`src/hdl/pdrs_pkg.sv`:
```
package pdrs_pkg;

  // Event codes carried in the mode field
  localparam logic [2:0] MODE_TICK   = 3'd0;
  localparam logic [2:0] MODE_READ   = 3'd1;
  localparam logic [2:0] MODE_DONE   = 3'd2;
  localparam logic [2:0] MODE_ERROR  = 3'd3;
  localparam logic [2:0] MODE_ENABLE = 3'd4;
  localparam logic [2:0] MODE_CLEAR  = 3'd5;
  localparam logic [2:0] MODE_RESET  = 3'd6;

  // Controller state codes as reported on controller_state
  localparam logic [1:0] CTRL_IDLE  = 2'd0;
  localparam logic [1:0] CTRL_WAIT  = 2'd1;
  localparam logic [1:0] CTRL_RETRY = 2'd2;
  localparam logic [1:0] CTRL_ERROR = 2'd3;

  // Read attempt result codes
  localparam logic [1:0] RES_OK   = 2'd0;
  localparam logic [1:0] RES_ERR  = 2'd1;
  localparam logic [1:0] RES_BUSY = 2'd2;

  // Register indexes on the configuration port
  localparam logic [2:0] REG_DEVICE_COUNT = 3'd0;
  localparam logic [2:0] REG_AUTO_RETRY   = 3'd1;
  localparam logic [2:0] REG_SEQ_MODE     = 3'd2;
  localparam logic [2:0] REG_POLL_INTVL   = 3'd3;
  localparam logic [2:0] REG_DEV_ADDR0    = 3'd4;
  localparam logic [2:0] REG_DEV_ADDR1    = 3'd5;
  localparam logic [2:0] REG_DEV_ADDR2    = 3'd6;
  localparam logic [2:0] REG_DEV_ADDR3    = 3'd7;

  localparam logic [2:0]  NONE_ID          = 3'd4;
  localparam logic [2:0]  MAX_DEVICES      = 3'd4;
  localparam logic [15:0] TIMEOUT_TICKS    = 16'd100;
  localparam logic [15:0] MAX_RETRIES      = 16'd3;
  localparam logic [15:0] RETRY_DELAY      = 16'd10;
  localparam logic [15:0] ERROR_HOLD       = 16'd50;
  localparam logic [15:0] DEFAULT_INTERVAL = 16'd20;
  localparam logic [15:0] SAT_WIDE         = 16'hFFFF;
  localparam logic [15:0] SAT_NARROW       = 16'h000F;

  typedef struct packed {
    logic [2:0] mode;
    logic [1:0] slave_id;
    logic       enable_value;
    logic       bus_ready;
    logic       start_ok;
  } in_t;

  typedef struct packed {
    logic [1:0]  status;
    logic        start_read;
    logic [9:0]  target_address;
    logic        abort_transfer;
    logic [1:0]  controller_state;
    logic [2:0]  active_device;
    logic        data_ready;
    logic [15:0] error_count;
    logic [15:0] success_count;
  } out_t;

  typedef struct packed {
    logic [2:0]       device_count;
    logic             auto_retry;
    logic             sequential_mode;
    logic [15:0]      poll_interval;
    logic [3:0][9:0]  dev_addr;
  } cfg_t;

  // Request to and response from the shared arithmetic unit
  typedef struct packed {
    logic [15:0] a;
    logic [15:0] b;
    logic        narrow;
  } alu_req_t;

  typedef struct packed {
    logic [15:0] inc;
    logic        ge;
    logic        gt;
  } alu_rsp_t;

  // Per-device statistics entry
  typedef struct packed {
    logic [15:0] err;
    logic [15:0] succ;
    logic [3:0]  retry;
  } cnt_entry_t;

  // Pending counter operations, worked off one per cycle
  typedef struct packed {
    logic clr_all;
    logic inc_err;
    logic inc_retry;
    logic chk_retry;
    logic inc_succ;
    logic clr_retry;
  } cop_t;

  // v modulo n for v in 1..4 and n in 1..4
  function automatic logic [1:0] mod_small(input logic [2:0] v, input logic [2:0] n);
    logic [2:0] r;
    begin
      r = 3'd0;
      case (n)
        3'd2: r = {2'b00, v[0]};
        3'd3: r = (v >= 3'd3) ? v - 3'd3 : v;
        3'd4: r = (v >= 3'd4) ? v - 3'd4 : v;
        default: r = 3'd0;
      endcase
      return r[1:0];
    end
  endfunction

endpackage

```
`src/hdl/polled_device_read_scheduler_core.sv`:
```
// Polled device read scheduler: one event per start, one result strobe per event.
// A tick adds two timer steps, a poll walks one device entry per cycle, and each counter
// update goes through the shared increment/compare unit. busy drops after the strobe.
// A new event is taken only once busy has dropped; the receiver cannot stall.
// Reset (rst_n low, synchronous): controller idle, no active device, counters cleared.
module polled_device_read_scheduler_core (
  input  logic                 clk,
  input  logic                 rst_n,
  // event channel
  input  logic                 start,
  output logic                 busy,
  input  pdrs_pkg::in_t        in_data,
  // result channel
  output logic                 out_valid,
  output pdrs_pkg::out_t       out_data,
  // configuration port
  input  logic                 psel,
  input  logic                 penable,
  input  logic                 pwrite,
  input  logic [4:0]           paddr,
  input  logic [31:0]          pwdata,
  output logic [31:0]          prdata,
  output logic                 pready
);

  // Sequencer steps: timer advances, event evaluation, poll walk, read attempt,
  // counter updates through the shared unit, then the result beat.
  typedef enum logic [7:0] {
    SQ_IDLE = 8'b00000001,
    SQ_STIM = 8'b00000010,
    SQ_PTIM = 8'b00000100,
    SQ_EVAL = 8'b00001000,
    SQ_POLL = 8'b00010000,
    SQ_TRY  = 8'b00100000,
    SQ_CNT  = 8'b01000000,
    SQ_OUT  = 8'b10000000
  } seq_t;

  pdrs_pkg::cfg_t      cfg;
  logic                seq_wr;
  pdrs_pkg::alu_req_t  alu_req;
  pdrs_pkg::alu_rsp_t  alu_rsp;

  seq_t                state_r, state_nxt;
  pdrs_pkg::in_t       item_r, item_nxt;
  logic [1:0]          ctrl_r, ctrl_nxt;
  logic [2:0]          active_r, active_nxt;
  logic [15:0]         stimer_r, stimer_nxt;
  logic [15:0]         ptimer_r, ptimer_nxt;
  logic [1:0]          next_idx_r, next_idx_nxt;
  logic [3:0]          en_r, en_nxt;
  logic [3:0]          rdy_r, rdy_nxt;
  pdrs_pkg::cnt_entry_t cnt_r [4];
  logic [1:0]          status_r, status_nxt;
  logic                start_rd_r, start_rd_nxt;
  logic [9:0]          addr_r, addr_nxt;
  logic                abort_r, abort_nxt;
  pdrs_pkg::cop_t      cop_r, cop_nxt;
  logic [1:0]          cnt_id_r, cnt_id_nxt;
  logic [1:0]          try_id_r, try_id_nxt;
  logic                poll_r, poll_nxt;
  logic [1:0]          walk_r, walk_nxt;

  logic                cnt_wr;
  pdrs_pkg::cnt_entry_t cnt_wdata;
  pdrs_pkg::cnt_entry_t rd_ent;
  logic [1:0]          rd_id;
  logic [2:0]          dev_n;
  logic                valid_active;
  logic                sid_ok;

  pdrs_cfg u_cfg (
    .clk     (clk),
    .rst_n   (rst_n),
    .psel    (psel),
    .penable (penable),
    .pwrite  (pwrite),
    .paddr   (paddr),
    .pwdata  (pwdata),
    .prdata  (prdata),
    .pready  (pready),
    .cfg     (cfg),
    .seq_wr  (seq_wr)
  );

  pdrs_alu u_alu (
    .req (alu_req),
    .rsp (alu_rsp)
  );

  // Device count above the maximum acts as the maximum
  assign dev_n        = (cfg.device_count > pdrs_pkg::MAX_DEVICES) ? pdrs_pkg::MAX_DEVICES
                                                                   : cfg.device_count;
  assign valid_active = active_r < dev_n;
  assign sid_ok       = {1'b0, item_r.slave_id} < dev_n;

  // Single read address into the statistics: the queried device on the result beat,
  // the device under update otherwise.
  assign rd_id  = (state_r == SQ_OUT) ? item_r.slave_id : cnt_id_r;
  assign rd_ent = cnt_r[rd_id];

  always_comb begin
    state_nxt    = state_r;
    item_nxt     = item_r;
    ctrl_nxt     = ctrl_r;
    active_nxt   = active_r;
    stimer_nxt   = stimer_r;
    ptimer_nxt   = ptimer_r;
    next_idx_nxt = next_idx_r;
    en_nxt       = en_r;
    rdy_nxt      = rdy_r;
    status_nxt   = status_r;
    start_rd_nxt = start_rd_r;
    addr_nxt     = addr_r;
    abort_nxt    = abort_r;
    cop_nxt      = cop_r;
    cnt_id_nxt   = cnt_id_r;
    try_id_nxt   = try_id_r;
    poll_nxt     = poll_r;
    walk_nxt     = walk_r;
    cnt_wr       = 1'b0;
    cnt_wdata    = rd_ent;
    alu_req      = '0;

    unique case (state_r)
      SQ_IDLE: begin
        if (start) begin
          item_nxt     = in_data;
          status_nxt   = pdrs_pkg::RES_OK;
          start_rd_nxt = 1'b0;
          addr_nxt     = 10'd0;
          abort_nxt    = 1'b0;
          cop_nxt      = '0;
          poll_nxt     = 1'b0;
          walk_nxt     = 2'd0;
          state_nxt    = (in_data.mode == pdrs_pkg::MODE_TICK) ? SQ_STIM : SQ_EVAL;
        end
      end

      SQ_STIM: begin
        // advance the state timer, saturating
        alu_req.a  = stimer_r;
        stimer_nxt = alu_rsp.inc;
        state_nxt  = SQ_PTIM;
      end

      SQ_PTIM: begin
        alu_req.a  = ptimer_r;
        ptimer_nxt = alu_rsp.inc;
        state_nxt  = SQ_EVAL;
      end

      SQ_EVAL: begin
        state_nxt = SQ_CNT;
        case (item_r.mode)
          pdrs_pkg::MODE_TICK: begin
            case (ctrl_r)
              pdrs_pkg::CTRL_IDLE: begin
                alu_req.a = ptimer_r;
                alu_req.b = cfg.poll_interval;
                if (cfg.sequential_mode && alu_rsp.ge) begin
                  poll_nxt  = 1'b1;
                  state_nxt = SQ_POLL;
                end
              end
              pdrs_pkg::CTRL_WAIT: begin
                // transfer timeout: abort and hold off
                alu_req.a = stimer_r;
                alu_req.b = pdrs_pkg::TIMEOUT_TICKS;
                if (alu_rsp.gt) begin
                  if (valid_active) begin
                    cop_nxt.inc_err   = 1'b1;
                    cop_nxt.inc_retry = 1'b1;
                    cnt_id_nxt        = active_r[1:0];
                    abort_nxt         = 1'b1;
                  end
                  ctrl_nxt   = pdrs_pkg::CTRL_ERROR;
                  stimer_nxt = 16'd0;
                  active_nxt = pdrs_pkg::NONE_ID;
                end
              end
              pdrs_pkg::CTRL_RETRY: begin
                alu_req.a = stimer_r;
                alu_req.b = pdrs_pkg::RETRY_DELAY;
                if (!valid_active) begin
                  ctrl_nxt = pdrs_pkg::CTRL_IDLE;
                end else if (alu_rsp.gt) begin
                  // restart the read without looking at bus_ready
                  start_rd_nxt = 1'b1;
                  addr_nxt     = cfg.dev_addr[active_r[1:0]];
                  stimer_nxt   = 16'd0;
                  if (item_r.start_ok) begin
                    ctrl_nxt = pdrs_pkg::CTRL_WAIT;
                  end else begin
                    ctrl_nxt   = pdrs_pkg::CTRL_ERROR;
                    active_nxt = pdrs_pkg::NONE_ID;
                  end
                end
              end
              default: begin
                // error hold-off
                alu_req.a = stimer_r;
                alu_req.b = pdrs_pkg::ERROR_HOLD;
                if (alu_rsp.gt) begin
                  ctrl_nxt = pdrs_pkg::CTRL_IDLE;
                end
              end
            endcase
          end
          pdrs_pkg::MODE_READ: begin
            try_id_nxt = item_r.slave_id;
            state_nxt  = SQ_TRY;
          end
          pdrs_pkg::MODE_DONE: begin
            if (valid_active && en_r[active_r[1:0]]) begin
              rdy_nxt[active_r[1:0]] = 1'b1;
              cop_nxt.inc_succ       = 1'b1;
              cop_nxt.clr_retry      = 1'b1;
              cnt_id_nxt             = active_r[1:0];
            end
            ctrl_nxt   = pdrs_pkg::CTRL_IDLE;
            active_nxt = pdrs_pkg::NONE_ID;
          end
          pdrs_pkg::MODE_ERROR: begin
            stimer_nxt = 16'd0;
            if (valid_active) begin
              // retry decision waits for the updated retry count
              cop_nxt.inc_err   = 1'b1;
              cop_nxt.inc_retry = 1'b1;
              cop_nxt.chk_retry = 1'b1;
              cnt_id_nxt        = active_r[1:0];
            end else begin
              ctrl_nxt   = pdrs_pkg::CTRL_ERROR;
              active_nxt = pdrs_pkg::NONE_ID;
            end
          end
          pdrs_pkg::MODE_ENABLE: begin
            if (sid_ok) begin
              en_nxt[item_r.slave_id] = item_r.enable_value;
            end
          end
          pdrs_pkg::MODE_CLEAR: begin
            if (sid_ok) begin
              rdy_nxt[item_r.slave_id] = 1'b0;
            end
          end
          pdrs_pkg::MODE_RESET: begin
            if (sid_ok) begin
              cop_nxt.clr_all = 1'b1;
              cnt_id_nxt      = item_r.slave_id;
            end
          end
          default: ;
        endcase
      end

      SQ_POLL: begin
        // walk one device entry per cycle from next_idx
        if (dev_n == 3'd0) begin
          status_nxt = pdrs_pkg::RES_ERR;
          state_nxt  = SQ_CNT;
        end else begin
          next_idx_nxt = pdrs_pkg::mod_small({1'b0, next_idx_r} + 3'd1, dev_n);
          if (en_r[next_idx_r]) begin
            try_id_nxt = next_idx_r;
            state_nxt  = SQ_TRY;
          end else if (({1'b0, walk_r} + 3'd1) == dev_n) begin
            status_nxt = pdrs_pkg::RES_ERR;
            state_nxt  = SQ_CNT;
          end else begin
            walk_nxt = walk_r + 2'd1;
          end
        end
      end

      SQ_TRY: begin
        state_nxt = SQ_CNT;
        if (({1'b0, try_id_r} >= dev_n) || !en_r[try_id_r]) begin
          status_nxt = pdrs_pkg::RES_ERR;
        end else if ((ctrl_r != pdrs_pkg::CTRL_IDLE) || !item_r.bus_ready) begin
          status_nxt = pdrs_pkg::RES_BUSY;
        end else begin
          active_nxt   = {1'b0, try_id_r};
          start_rd_nxt = 1'b1;
          addr_nxt     = cfg.dev_addr[try_id_r];
          stimer_nxt   = 16'd0;
          if (item_r.start_ok) begin
            ctrl_nxt   = pdrs_pkg::CTRL_WAIT;
            status_nxt = pdrs_pkg::RES_OK;
            if (poll_r) begin
              ptimer_nxt = 16'd0;
            end
          end else begin
            ctrl_nxt        = pdrs_pkg::CTRL_ERROR;
            status_nxt      = pdrs_pkg::RES_ERR;
            cop_nxt.inc_err = 1'b1;
            cnt_id_nxt      = try_id_r;
          end
        end
      end

      SQ_CNT: begin
        // one statistics operation per cycle through the shared unit
        if (cop_r.clr_all) begin
          cnt_wr          = 1'b1;
          cnt_wdata       = '0;
          cop_nxt.clr_all = 1'b0;
        end else if (cop_r.inc_err) begin
          alu_req.a       = rd_ent.err;
          cnt_wr          = 1'b1;
          cnt_wdata.err   = alu_rsp.inc;
          cop_nxt.inc_err = 1'b0;
        end else if (cop_r.inc_retry) begin
          alu_req.a         = {12'd0, rd_ent.retry};
          alu_req.narrow    = 1'b1;
          cnt_wr            = 1'b1;
          cnt_wdata.retry   = alu_rsp.inc[3:0];
          cop_nxt.inc_retry = 1'b0;
        end else if (cop_r.chk_retry) begin
          alu_req.a         = {12'd0, rd_ent.retry};
          alu_req.b         = pdrs_pkg::MAX_RETRIES;
          cop_nxt.chk_retry = 1'b0;
          if (cfg.auto_retry && !alu_rsp.ge) begin
            ctrl_nxt = pdrs_pkg::CTRL_RETRY;
          end else begin
            ctrl_nxt        = pdrs_pkg::CTRL_ERROR;
            active_nxt      = pdrs_pkg::NONE_ID;
            cnt_wr          = 1'b1;
            cnt_wdata.retry = 4'd0;
          end
        end else if (cop_r.inc_succ) begin
          alu_req.a        = rd_ent.succ;
          cnt_wr           = 1'b1;
          cnt_wdata.succ   = alu_rsp.inc;
          cop_nxt.inc_succ = 1'b0;
        end else if (cop_r.clr_retry) begin
          cnt_wr            = 1'b1;
          cnt_wdata.retry   = 4'd0;
          cop_nxt.clr_retry = 1'b0;
        end else begin
          state_nxt = SQ_OUT;
        end
      end

      SQ_OUT: begin
        state_nxt = SQ_IDLE;
      end

      default: begin
        state_nxt = SQ_IDLE;
      end
    endcase

    // writing the sequential mode register restarts polling
    if (seq_wr) begin
      ptimer_nxt   = 16'd0;
      next_idx_nxt = 2'd0;
    end
  end

  always_ff @(posedge clk) begin
    if (!rst_n) begin
      state_r    <= SQ_IDLE;
      ctrl_r     <= pdrs_pkg::CTRL_IDLE;
      active_r   <= pdrs_pkg::NONE_ID;
      stimer_r   <= 16'd0;
      ptimer_r   <= 16'd0;
      next_idx_r <= 2'd0;
      en_r       <= 4'b1111;
      rdy_r      <= 4'b0000;
      cop_r      <= '0;
      poll_r     <= 1'b0;
      walk_r     <= 2'd0;
    end else begin
      state_r    <= state_nxt;
      ctrl_r     <= ctrl_nxt;
      active_r   <= active_nxt;
      stimer_r   <= stimer_nxt;
      ptimer_r   <= ptimer_nxt;
      next_idx_r <= next_idx_nxt;
      en_r       <= en_nxt;
      rdy_r      <= rdy_nxt;
      cop_r      <= cop_nxt;
      poll_r     <= poll_nxt;
      walk_r     <= walk_nxt;
    end
  end

  // Statistics: cleared on reset, one write per cycle
  always_ff @(posedge clk) begin
    if (!rst_n) begin
      for (int i = 0; i < 4; i++) begin
        cnt_r[i] <= '0;
      end
    end else if (cnt_wr) begin
      cnt_r[cnt_id_r] <= cnt_wdata;
    end
  end

  // Payload of the event and the result beat
  always_ff @(posedge clk) begin
    item_r     <= item_nxt;
    status_r   <= status_nxt;
    start_rd_r <= start_rd_nxt;
    addr_r     <= addr_nxt;
    abort_r    <= abort_nxt;
    cnt_id_r   <= cnt_id_nxt;
    try_id_r   <= try_id_nxt;
  end

  assign busy      = (state_r != SQ_IDLE);
  assign out_valid = (state_r == SQ_OUT);

  always_comb begin
    out_data.status           = status_r;
    out_data.start_read       = start_rd_r;
    out_data.target_address   = addr_r;
    out_data.abort_transfer   = abort_r;
    out_data.controller_state = ctrl_r;
    out_data.active_device    = active_r;
    out_data.data_ready       = sid_ok & rdy_r[item_r.slave_id];
    out_data.error_count      = sid_ok ? rd_ent.err  : 16'd0;
    out_data.success_count    = sid_ok ? rd_ent.succ : 16'd0;
  end

  // A result beat lasts one cycle and frees the block
  a_beat_single: assert property (@(posedge clk) disable iff (!rst_n)
    out_valid |=> !out_valid && !busy)
    else $error("result beat longer than one cycle");

  // An accepted event makes the block busy
  a_accept_busy: assert property (@(posedge clk) disable iff (!rst_n)
    (start && !busy) |=> busy)
    else $error("accepted event did not raise busy");

  // The active device is a device index or none
  a_active_range: assert property (@(posedge clk) disable iff (!rst_n)
    active_r <= pdrs_pkg::NONE_ID)
    else $error("active device out of range");

  // A started read leaves the controller waiting or in error
  a_start_state: assert property (@(posedge clk) disable iff (!rst_n)
    (out_valid && start_rd_r) |->
      (ctrl_r == pdrs_pkg::CTRL_WAIT || ctrl_r == pdrs_pkg::CTRL_ERROR))
    else $error("read started without waiting or error state");

  // An abort drops the active device and enters error
  a_abort_state: assert property (@(posedge clk) disable iff (!rst_n)
    (out_valid && abort_r) |->
      (ctrl_r == pdrs_pkg::CTRL_ERROR && active_r == pdrs_pkg::NONE_ID))
    else $error("abort without error state");

endmodule

```
`src/hdl/pdrs_alu.sv`:
```
module pdrs_alu (
  input  pdrs_pkg::alu_req_t req,
  output pdrs_pkg::alu_rsp_t rsp
);

  logic [16:0] diff;
  logic [15:0] sat;

  assign diff = {1'b0, req.a} - {1'b0, req.b};
  assign sat  = req.narrow ? pdrs_pkg::SAT_NARROW : pdrs_pkg::SAT_WIDE;

  always_comb begin
    rsp.ge  = ~diff[16];
    rsp.gt  = ~diff[16] && (diff[15:0] != 16'd0);
    rsp.inc = (req.a >= sat) ? sat : req.a + 16'd1;
  end

endmodule

```
`src/hdl/pdrs_cfg.sv`:
```
module pdrs_cfg (
  input  logic                 clk,
  input  logic                 rst_n,
  input  logic                 psel,
  input  logic                 penable,
  input  logic                 pwrite,
  input  logic [4:0]           paddr,
  input  logic [31:0]          pwdata,
  output logic [31:0]          prdata,
  output logic                 pready,
  output pdrs_pkg::cfg_t       cfg,
  output logic                 seq_wr
);

  pdrs_pkg::cfg_t cfg_r, cfg_nxt;
  logic           wr;
  logic [2:0]     idx;

  assign pready = 1'b1;
  assign wr     = psel && penable && pwrite;
  assign idx    = paddr[4:2];
  assign seq_wr = wr && (idx == pdrs_pkg::REG_SEQ_MODE);
  assign cfg    = cfg_r;

  always_comb begin
    cfg_nxt = cfg_r;
    if (wr) begin
      unique case (idx)
        pdrs_pkg::REG_DEVICE_COUNT: cfg_nxt.device_count    = pwdata[2:0];
        pdrs_pkg::REG_AUTO_RETRY:   cfg_nxt.auto_retry      = pwdata[0];
        pdrs_pkg::REG_SEQ_MODE:     cfg_nxt.sequential_mode = pwdata[0];
        pdrs_pkg::REG_POLL_INTVL: begin
          // a zero interval falls back to the default
          cfg_nxt.poll_interval = (pwdata[15:0] == 16'd0) ? pdrs_pkg::DEFAULT_INTERVAL
                                                          : pwdata[15:0];
        end
        pdrs_pkg::REG_DEV_ADDR0:    cfg_nxt.dev_addr[0] = pwdata[9:0];
        pdrs_pkg::REG_DEV_ADDR1:    cfg_nxt.dev_addr[1] = pwdata[9:0];
        pdrs_pkg::REG_DEV_ADDR2:    cfg_nxt.dev_addr[2] = pwdata[9:0];
        pdrs_pkg::REG_DEV_ADDR3:    cfg_nxt.dev_addr[3] = pwdata[9:0];
        default: ;
      endcase
    end
  end

  always_comb begin
    unique case (idx)
      pdrs_pkg::REG_DEVICE_COUNT: prdata = {29'd0, cfg_r.device_count};
      pdrs_pkg::REG_AUTO_RETRY:   prdata = {31'd0, cfg_r.auto_retry};
      pdrs_pkg::REG_SEQ_MODE:     prdata = {31'd0, cfg_r.sequential_mode};
      pdrs_pkg::REG_POLL_INTVL:   prdata = {16'd0, cfg_r.poll_interval};
      pdrs_pkg::REG_DEV_ADDR0:    prdata = {22'd0, cfg_r.dev_addr[0]};
      pdrs_pkg::REG_DEV_ADDR1:    prdata = {22'd0, cfg_r.dev_addr[1]};
      pdrs_pkg::REG_DEV_ADDR2:    prdata = {22'd0, cfg_r.dev_addr[2]};
      pdrs_pkg::REG_DEV_ADDR3:    prdata = {22'd0, cfg_r.dev_addr[3]};
      default:                    prdata = 32'd0;
    endcase
  end

  always_ff @(posedge clk) begin
    if (!rst_n) begin
      cfg_r.device_count    <= 3'd0;
      cfg_r.auto_retry      <= 1'b1;
      cfg_r.sequential_mode <= 1'b0;
      cfg_r.poll_interval   <= pdrs_pkg::DEFAULT_INTERVAL;
      cfg_r.dev_addr        <= '0;
    end else begin
      cfg_r <= cfg_nxt;
    end
  end

endmodule

```
`config.mk`:
```
export PLATFORM = sky130hd
export DESIGN_NAME = polled_device_read_scheduler_core
export DESIGN_NICKNAME = d
export VERILOG_FILES = /design/src/hdl/pdrs_pkg.sv /design/src/hdl/polled_device_read_scheduler_core.sv /design/src/hdl/pdrs_alu.sv /design/src/hdl/pdrs_cfg.sv
export SDC_FILE = /design/constraint.sdc
export NUM_CORES = 1
export LEC_CHECK = 0
export ABC_AREA = 1
export BUFFER_PORTS_ARGS = -buffer_cell sky130_fd_sc_hd__buf_2
export CAP_MARGIN = 20
export CORE_ASPECT_RATIO = 0.6
export CORE_MARGIN = 4
export CORE_UTILIZATION = 45
export DETAILED_ROUTE_END_ITERATION = 16
export PLACE_DENSITY = 0.72
export REMOVE_ABC_BUFFERS = 1
export SYNTH_ARGS = -nofsm -noshare
export SYNTH_HDL_FRONTEND = slang
export SYNTH_HIERARCHICAL = 1
export SYNTH_SLANG_ARGS = --single-unit
```
`constraint.sdc`:
```
create_clock -name clk -period 9.1 [get_ports clk]
set_input_delay 1.82 -clock clk [delete_from_list [all_inputs] [get_ports clk]]
set_output_delay 1.82 -clock clk [all_outputs]
set_load 0.005 [all_outputs]
```
==> results by group <==
Cells and area
  • Commonest non-fill, non-tap cell in the layout: nand2_1
  • Share of cells above drive strength 1: 11.5%
  • Most frequent cells in the layout: 600 x nand2_1, 388 x nor2_1, 296 x inv_1
  • Fill cells: roughly 3700
  • Fin area: 20100 um2
  • Layout Nets: 2685
  • Antenna Cells: 0
  • Area delta synth->final: 10.0%

Die
  • Chip width: approximately 270 um
  • Initial Utilization: around 46%
  • Die Span Y: 164 um
  • # IOs: 138
  • Num rows: 56
  • Core area: 39600 um2
  • Die area: between 40000 and 50000 um2

Synthesis
  • Register area share after synthesis: between 40% and 50%
  • Synth Area in Compound Gates: 12.2%
  • Seq cells post-synth: 295
  • Cell Area, Synth: 18300 um2
  • Cell variety after synth: 62
  • Main combinational cell family by area after synthesis: simple AND/OR/NAND/NOR gates
  • Syn Inst Count: 2543
  • Post-Synth Simple-Gate Area: 32.1%
  • Mux cell area share after synthesis: 0%
  • Yosys warns: 6
  • XOR/XNOR Fraction of Synth Area: less than 1%
  • Top FF cell, synth: edfxtp_1
  • Async set or reset register ratio after synthesis: 0%
  • Area share of fa/ha/maj cells after synthesis: 2.85%
  • EDFF count, synth: 170
  • Synthesized area per cell: 7.18 um2

STA
  • Relative slew margins: 33.4%
  • Setup tns final: 0 ns
  • Hold Vio Cnt, Final: 0
  • Max Slew Vio Count: 0
  • Worst-Margin Slew: 0.997 ns
  • Skew final: 0.0146 ns
  • Max Clk Rate: around 130 MHz
  • Crit path time final: 7.78 ns
  • RSZ-0062 raised after global routing: no
  • Final setup vio count: 0
  • Crit share post-route: 85.5%

CTS
  • Clock Path Buffers: 3
  • CTS sink count: 295
  • CTS resizes: 0
  • Clock root cell: clkbuf_16
  • Hold buffer count at CTS: 0
  • CTS tree: yes
  • Max H-tree Level: 1
  • Clk Latency, worst-skew pair: 0.59 ns
  • Inserted Clock Buffers: 30
  • Worst-path clk slew: 0.06 ns
  • Setup bufs post-CTS: 0

Setup path
  • Crit end category: flop
  • Crit path DAT: ~8 ns
  • Most used cell, CP: nand2_1
  • WP data required: 9.32 ns
  • CP max-delay cell: o21ai_2
  • Buf+Inv Stages, Crit Path: 7
  • Critical path launch point type: flop
  • WS Path Type: reg -> reg
  • Worst-path fanout max: 37
  • CP top delay family: simple AND/OR/NAND/NOR gates
  • Slowest stage delay, CP: 0.95 ns

Flow run
  • Total of max-cap violations: 0

Worst hold path
  • Hold Path Class: reg -> reg

Placement
  • I/O Buffers: 102
  • Post-DP HPWL: 39.8 mm
  • Placed cell areas: 19000 um2
  • Routability-driven placement congestion ratio: 0.921

Route
  • Final wirelength: 57.2 mm
  • DR pass1 iterations: 6
  • Vias/cell: 5.60
  • Vias: 17600
  • Wirelength per Cell: around 18 um
  • 1st-iter DRT viols: 2330
  • Post-route DRC: 0
  • Post-route ant nets: 0

GRT
  • Aggregate global routing overflow: 0
  • Pin count of the biggest net entering global routing: 81
  • Vias in the first global route: 16700
  • Initial antenna violation count: 0
  • Wire length of the first global-routing pass: 89.9 mm
  • Overall global routing resource usage: 25.6%

Power
  • Worst vdd ir: 0.000151 V
  • Pwr per Cell Area: approximately 170 nW/um2
  • Lkg Pwr: 9.04 nW

Run status
  • Status: finished clean
where the power goes:
group          switching [mW]  internal [mW]
Sequential             0.0453           1.48
Combinational           0.342          0.138
Clock                   0.559          0.752
per-layer routing:
metal / routed length (um) / up-vias / track usage (%)
met5: 0 / - / 0
met4: 1550 / 0 / 7.59
met3: 5970 / 123 / 4.48
met2: 24000 / 914 / 38.1
met1: 25800 / 8166 / 38.1
li1: - / 8369 / -
area by class of cell:
class	instances	area (um2)	share of cell area, %
flip-flops and latches	295	7610	37.9
well taps	522	653	3.25
multi-input cells	1823	8850	44.1
clock buffers	42	908	4.52
clock inverters	14	129	0.642
inverters	314	1180	5.89
repair buffers	129	758	3.77
path summary, 6_finish.rpt:
path | from | to | slack, ns | cells after the start
setup / recovery | item_r[6]$_DFFE_PP_ | cnt_r[1][16]$_SDFFCE_PN0P_ | 1.32 | 28
hold / removal | ptimer_r[1]$_SDFFE_PP0P_ | ptimer_r[1]$_SDFFE_PP0P_ | 0.48 | 2
setup reg to reg | item_r[6]$_DFFE_PP_ | cnt_r[1][16]$_SDFFCE_PN0P_ | 1.32 | 28
hold reg to reg | ptimer_r[1]$_SDFFE_PP0P_ | ptimer_r[1]$_SDFFE_PP0P_ | 0.48 | 2
metrics by stage:
stage                     std cells  hold WS (ns)  total power [mW]  utilization, %  worst slack (ns)
after floorplan                2432         0.441              1.82               -              1.83
after global placement         3081         0.452              2.01            48.0              1.79
after detailed placement       3081         0.466              2.02            48.0              1.68
after CTS                      3137         0.481              3.31            50.6              1.64
after global routing           3139         0.503              3.43            50.7             0.887
final                          3139         0.477              3.32            50.7              1.32
synthesized netlist by cell type (6+ instances only):
cell type / n / share of area (%)
nand3_1: 236 / 6.5
a21oi_1: 121 / 3.3
dfxtp_1: 125 / 14
nand4_1: 30 / 1.0
o31ai_1: 11 / 0.45
nor2_1: 388 / 8.0
nor3_1: 12 / 0.33
nand2_1: 603 / 12
buf_4: 30 / 1.2
or2_2: 14 / 0.48
o211ai_1: 19 / 0.78
xor2_1: 10 / 0.48
inv_1: 294 / 6.0
a22oi_1: 11 / 0.45
clkbuf_1: 39 / 0.80
edfxtp_1: 170 / 28
buf_2: 43 / 1.2
buf_6: 10 / 0.62
inv_2: 13 / 0.27
ha_1: 40 / 2.7
o22ai_1: 17 / 0.58
a22o_1: 6 / 0.29
nor2_2: 32 / 1.1
nand2_2: 15 / 0.51
o21ai_1: 21 / 0.58
o21ai_2: 15 / 0.72
a211oi_1: 7 / 0.29
o21ai_0: 140 / 3.8
sequential cells by signal, summed over array words and instances (netlist names):
| name | cells |
|---|---|
| start_rd_r | 1 |
| status_r | 2 |
| item_r | 8 |
| active_r | 3 |
| next_idx_r | 2 |
| state_r | 8 |
| poll_r | 1 |
| walk_r | 2 |
| ptimer_r | 16 |
| u_cfg/cfg | 61 |
| abort_r | 1 |
| rdy_r | 4 |
| try_id_r | 2 |
| en_r | 4 |
| stimer_r | 16 |
| cnt_r | 144 |
| cop_r | 6 |
| cnt_id_r | 2 |
| addr_r | 10 |
| ctrl_r | 2 |
cells by family after synthesis:
family | count (synthesis)
adder cells (fa/ha/maj) | 41
flip-flops | 295
AO/OA/AOI/OAI | 387
XOR/XNOR | 15
buffers and inverters | 440
other | 2
AND/OR/NAND/NOR | 1363
tightest hold or removal path: stages, from the launching register on:
cell and delay, ns:
dfxtp_1 0.33, nor2_1 0.05, nor2_1 0.07
(Power assumes the default switching activity.)
